$ cat config.mk
export PLATFORM = sky130hd
export DESIGN_NAME = zph_out_fifo
export DESIGN_NICKNAME = d
export VERILOG_FILES = /design/src/zph_pkg.sv /design/src/zph_out_fifo.sv
export SDC_FILE = /design/constraint.sdc
export NUM_CORES = 1
export LEC_CHECK = 0
export ABC_CLOCK_PERIOD_IN_PS = 5400
export BUFFER_PORTS_ARGS = -buffer_cell sky130_fd_sc_hd__buf_2
export CAP_MARGIN = 5
export CORE_ASPECT_RATIO = 2
export CORE_UTILIZATION = 43
export CTS_CLUSTER_DIAMETER = 50
export DETAILED_ROUTE_END_ITERATION = 12
export HOLD_SLACK_MARGIN = 0.02
export PLACE_DENSITY = 0.65
export SYNTH_ARGS = -nofsm -noshare
export SYNTH_HDL_FRONTEND = slang
export SYNTH_SLANG_ARGS = --single-unit
$ cat constraint.sdc
create_clock -name clk_i -period 5.4 [get_ports clk_i]
set_clock_uncertainty 0.15 [all_clocks]
set_input_delay 1.08 -clock clk_i [delete_from_list [all_inputs] [get_ports clk_i]]
set_output_delay 1.08 -clock clk_i [all_outputs]
set_load 0.01 [all_outputs]
$ cat src/zph_pkg.sv
package zph_pkg;

  localparam int unsigned BoardSquares = 64;
  localparam int unsigned PieceKinds   = 12;
  localparam int unsigned KeyCount     = BoardSquares * PieceKinds;
  localparam int unsigned KeyAw        = $clog2(KeyCount);
  localparam int unsigned WarmupRounds = 10;
  localparam logic [63:0] KeySeed      = 64'd314159;

  localparam int unsigned HashW = 64;
  localparam int unsigned SqW   = 6;
  localparam int unsigned KindW = 3;

  typedef enum logic [1:0] {
    OpClear  = 2'd0,
    OpToggle = 2'd1,
    OpMove   = 2'd2
  } op_e;

  typedef struct packed {
    logic             en;
    logic [KeyAw-1:0] addr;
  } zph_rd_req_t;

  function automatic logic [63:0] xs_next(input logic [63:0] v);
    logic [63:0] t;
    t = v ^ (v << 13);
    t = t ^ (t >> 7);
    t = t ^ (t << 17);
    return t;
  endfunction

  function automatic logic kind_valid(input logic [KindW-1:0] kind);
    return (kind != 3'd0) && (kind != 3'd7);
  endfunction

  function automatic logic [KeyAw-1:0] key_index(input logic [SqW-1:0] sq,
                                                 input logic [KindW-1:0] kind,
                                                 input logic white);
    logic [KeyAw-1:0] s;
    s = KeyAw'(sq);
    return (s << 3) + (s << 2) + KeyAw'(kind - 3'd1) + (white ? KeyAw'(6) : KeyAw'(0));
  endfunction

endpackage

$ cat src/zph_out_fifo.sv
module zph_out_fifo import zph_pkg::*; (
  input  logic             clk_i,
  input  logic             rst_ni,
  input  logic             push_i,
  input  logic [HashW-1:0] push_data_i,
  output logic             out_valid_o,
  input  logic             out_stall_i,
  output logic [HashW-1:0] position_hash_o
);

  logic [HashW-1:0] buf_q [2];
  logic             wr_ptr_q, rd_ptr_q;
  logic [1:0]       cnt_q, cnt_d;
  logic             pop;

  assign out_valid_o     = (cnt_q != 2'd0);
  assign position_hash_o = buf_q[rd_ptr_q];
  assign pop             = out_valid_o && !out_stall_i;
  assign cnt_d           = cnt_q + {1'b0, push_i} - {1'b0, pop};

  always_ff @(posedge clk_i or negedge rst_ni) begin
    if (!rst_ni) begin
      wr_ptr_q <= 1'b0;
      rd_ptr_q <= 1'b0;
      cnt_q    <= 2'd0;
    end else begin
      if (push_i) wr_ptr_q <= !wr_ptr_q;
      if (pop)    rd_ptr_q <= !rd_ptr_q;
      cnt_q <= cnt_d;
    end
  end

  always_ff @(posedge clk_i) begin
    if (push_i) begin
      buf_q[wr_ptr_q] <= push_data_i;
    end
  end

`ifndef NO_ASSERTIONS
  a_no_overflow: assert property (@(posedge clk_i) disable iff (!rst_ni)
    push_i |-> (cnt_q != 2'd2) || pop)
    else $error("result buffer overflow");
  a_count_range: assert property (@(posedge clk_i) disable iff (!rst_ni)
    cnt_q != 2'd3)
    else $error("result count out of range");
  a_stall_holds: assert property (@(posedge clk_i) disable iff (!rst_ni)
    out_valid_o && out_stall_i |=> out_valid_o && $stable(position_hash_o))
    else $error("stalled word changed");
`endif

endmodule

# After elaboration in Yosys (flattened, before gate mapping)
# Memory sizes are Yosys's and may differ from the RTL's.
# Index checks and enable logic that the tools add are counted.
op_classes:
  n_addsub: 2
  muxes: 2
  reduce_logical: 5
ops:
  columns: ["cell", "count"]
  rows:
  - ["$logic_not 1->1", 3]
  - ["$add 2x1->2", 1]
  - ["$mux 1", 2]
  - ["$reduce_bool 2->1", 1]
  - ["$sub 2x1->2", 1]
  - ["$logic_and 1x1->1", 1]
totals:
  out_inout_bits: 65
  ramBits: 128
  memories: 1
  regBits: 4
  elab_cells: 13
memory_table:
  columns: ["name", "words", "word_bits", "rd", "rd_clocked_by_memory_dff", "wr", "line", "source"]
  rows:
  - ["buf_q", 2, 64, 1, 0, 1, "zph_out_fifo.sv:11", "logic [HashW-1:0] buf_q [2];"]

# Logic depth before layout (Yosys ltp)
logic_depth:
  word_depth: 3
  depth_mapped: 7

# Worst setup path after synthesis
# No wires, ideal clock.
synth_timing:
  kind: "in2reg"
  start: "input push_i"
  end: "memory buf_q[0][0] (enable)"
  path_buffers: 0
  arrival_ns: 3.894
  required_time_ns: 4.756
  slack_ns: 0.862
  stages: 1
  setup_time_ns: 0.494
  cell_sequence: "nor2b_1"
synth_via:
  elab_chain_len: 2
synth_rtl:
  columns: ["item", "line", "source"]
  rows:
  - ["start: declaration", "zph_out_fifo.sv:4", "input logic push_i,"]
  - ["$mux 1", "zph_out_fifo.sv:34", "if (push_i) begin"]
  - ["$mux 1 (not written as such)", "zph_out_fifo.sv:35", "buf_q[wr_ptr_q] <= push_data_i;"]
  - ["end: declaration", "zph_out_fifo.sv:11", null]
# No other way between the ends.

# Worst setup path in the final report
layout_timing:
  start: "register rd_ptr_q"
  end: "output position_hash_o[59]"
layout_via:
  elab_chain_len: 1
layout_rtl:
  columns: ["item", "line", "source"]
  rows:
  - ["start: declaration", "zph_out_fifo.sv:12", "logic wr_ptr_q, rd_ptr_q;"]
  - ["start signal: assignment", "zph_out_fifo.sv:28", "if (pop) rd_ptr_q <= !rd_ptr_q;"]
  - ["$mem_v2 2x64", null, null]
  - ["end: declaration", "zph_out_fifo.sv:8", "output logic [HashW-1:0] position_hash_o"]
# No other way between the ends.

==> flow_metrics.tcl <==
set metrics [dict create \
    io_pins 133 \
    cts_tree "yes" \
    grt_max_degree 66 \
    cp_data_arrival_time_ns 2.17 \
    cts.sinks 132 \
    required_ns 4.17 \
    drcViolationCount 0 \
    path_clk_slew_ns 0.05 \
    core_um2 11400 \
    die_area_um2 12100 \
    r2r_cells 2 \
    syn_inst 216 \
    hold_class "input port to async pin" \
    cts_setup_buffers 0 \
    yosysWarnings 0 \
    firstDrtPassIters 4 \
    max_cap_violations 0 \
    grt_usage_pct 14.8 \
    cp_cell_sequence "mux2_2 > buf_2" \
    syn_avg_cell_area_um2 23.3 \
    synth_compound_area_share_pct 0.149 \
    antenna_found_initial 2 \
    grt.overflow.total 0 \
    drive_above_1_share_pct 61.2 \
    die_width_um 78.4 \
    slowest_delay_ns 1.18 \
    criticalPathCategory "flip-flop to output port" \
    crit_fanout 65 \
    portBuffers 132 \
    seq_area_frac_synth_pct 78.5 \
    ir_drop_uv 490 \
    crit-reg2reg-launch "wr_ptr_q" \
    finalHoldViolCount 0 \
    wl_mm 8.46 \
    muxShareOfSynthArea_pct 18.1 \
    ys_types 14 \
    ant_nets 0 \
    clockRootBuffer "clkbuf_16" \
    maxSlewViolCount 0 \
    setup_tns_ns 0 \
    synth_xor_xnor_area_share_pct 0.698 \
    synthSimpleGateAreaFrac_pct 0.374 \
    setup_viol 0 \
    synthAdderAreaFrac_pct 0.498 \
    drt_iter0_drc 78 \
    slowest_stage "dfrtp_4" \
    synth_nets 286 \
    startpoint_type "flip-flop" \
    grt_pass1_wl_mm 12.7 \
    slew_headroom_pct 24.3 \
    worstMarginPinSlew_ns 1.14 \
    synthToLayoutAreaGrowth_pct 27.7 \
    rsz0062_at_grt "false" \
    status "complete, no violations" \
    ctsResizeCount 0 \
    route.vias.total 2441 \
    p_leak_uw 0.00259 \
    h-tree-depth 4 \
    rrSetupSlack_ns 3.16 \
    rows 55 \
    layout_commonest_cell "buf_2" \
    start_util_pct 44.2 \
    fmax_mhz 294 \
    dp.final_hpwl_mm 5.42 \
    final_cell_mix "132 x buf_2, 128 x edfxtp_1, 50 x mux2_4" \
    ys_ff_latch 132 \
    cp_top_family "flip-flops" \
    p_per_area_nw_per_um2 558 \
    finalCriticalPeriod_ns 3.40 \
    first_global_vias 2561 \
    timing.final.crit_share_pct 62.9 \
    synth_top_family_by_area "multiplexers" \
    whs_ns 0.324 \
    r2r-end "buf_q[0][38]" \
    vias_per_cell 4.71 \
    clock_path_buffers 2 \
    end_kind "output port" \
    syn-cell-area_um2 5020 \
    fp.dieH_um 155 \
    wl_per_cell_um 16.3 \
    cp.buffers_inverters 1 \
    clock_latency_ns 0.40 \
    cts_hold_buf 0 \
    numCtsBuffers 17 \
    nNetsFinal 431 \
    gp_congestion 0.742 \
]
## metal layers
layer  wire, um  GRT usage, %  vias up
met5          0             0        -
met4        242          9.88        0
met3        386          4.96       19
met2       4860          25.9       81
met1       2970          14.5     1195
li1           -             -     1146
## power by group
| group | internal [uW] | leakage [uW] | switching (uW) |
|---|---|---|---|
| clock network | 765 | 0.000295 | 389 |
| registers | 1370 | 0.00125 | 177 |
| logic | 511 | 0.00105 | 374 |
## synth_stat cells
| master | count | area, um2 |
|---|---|---|
| mux2_4 | 50 | 751 |
| xnor2_1 | 3 | 26.3 |
| or2_2 | 1 | 6.26 |
| mux2_2 | 14 | 158 |
| inv_1 | 3 | 11.3 |
| nor2b_1 | 1 | 6.26 |
| o21bai_1 | 1 | 7.51 |
| edfxtp_1 | 128 | 3840 |
| buf_2 | 1 | 5.00 |
| xor2_1 | 1 | 8.76 |
| ha_1 | 2 | 25.0 |
| and2_1 | 1 | 6.26 |
| buf_6 | 6 | 67.6 |
| dfrtp_1 | 4 | 100 |
## metrics by stage
step	total power (uW)	utilization, %	setup slack (ns)	cells	area [um2]
finish	3580	56.5	2.00	518	6410
global route	3740	56.5	1.89	518	6410
CTS	3630	56.4	1.94	516	6410
detailed placement	2470	51.2	2.28	484	5810
global placement	2450	51.2	2.33	484	5810
floorplan	2170	-	0.862	216	5020
## kinds of logic after synthesis
group                      Yosys count
AOI/OAI and AO/OA                    1
xor gates and xnor gates             4
adders and majority gates            2
buffers and inverters               10
DFF                                132
muxes                               64
and+or+nand+nor                      3
## how the worst max path moves through the flow
stage / end / cells after the start / start / slack [ns]
after detailed placement: buf_q[0][13] / 3 / push_i / 2.28
after floorplan: buf_q[0][0] / 1 / push_i / 0.86
after CTS: position_hash_o[56] / 2 / rd_ptr_q / 1.94
after global routing: position_hash_o[2] / 2 / rd_ptr_q / 1.89
final: position_hash_o[59] / 2 / rd_ptr_q / 2.00
after global placement: buf_q[0][13] / 3 / push_i / 2.33
## state kept, by name, indices dropped and copies added, names as in the netlist
name      cells
cnt_q         2
buf_q       128
wr_ptr_q      1
rd_ptr_q      1
## cell type report
cell class	count	area [um2]
clock buffers	20	437
flip-flops and latches	132	3950
multi-input cells	74	1000
clock inverters	12	161
inverters	3	11.3
diodes	2	5.00
well taps	142	178
repair buffers	133	668
fillers	888	4940
(Power assumes the default switching activity.)
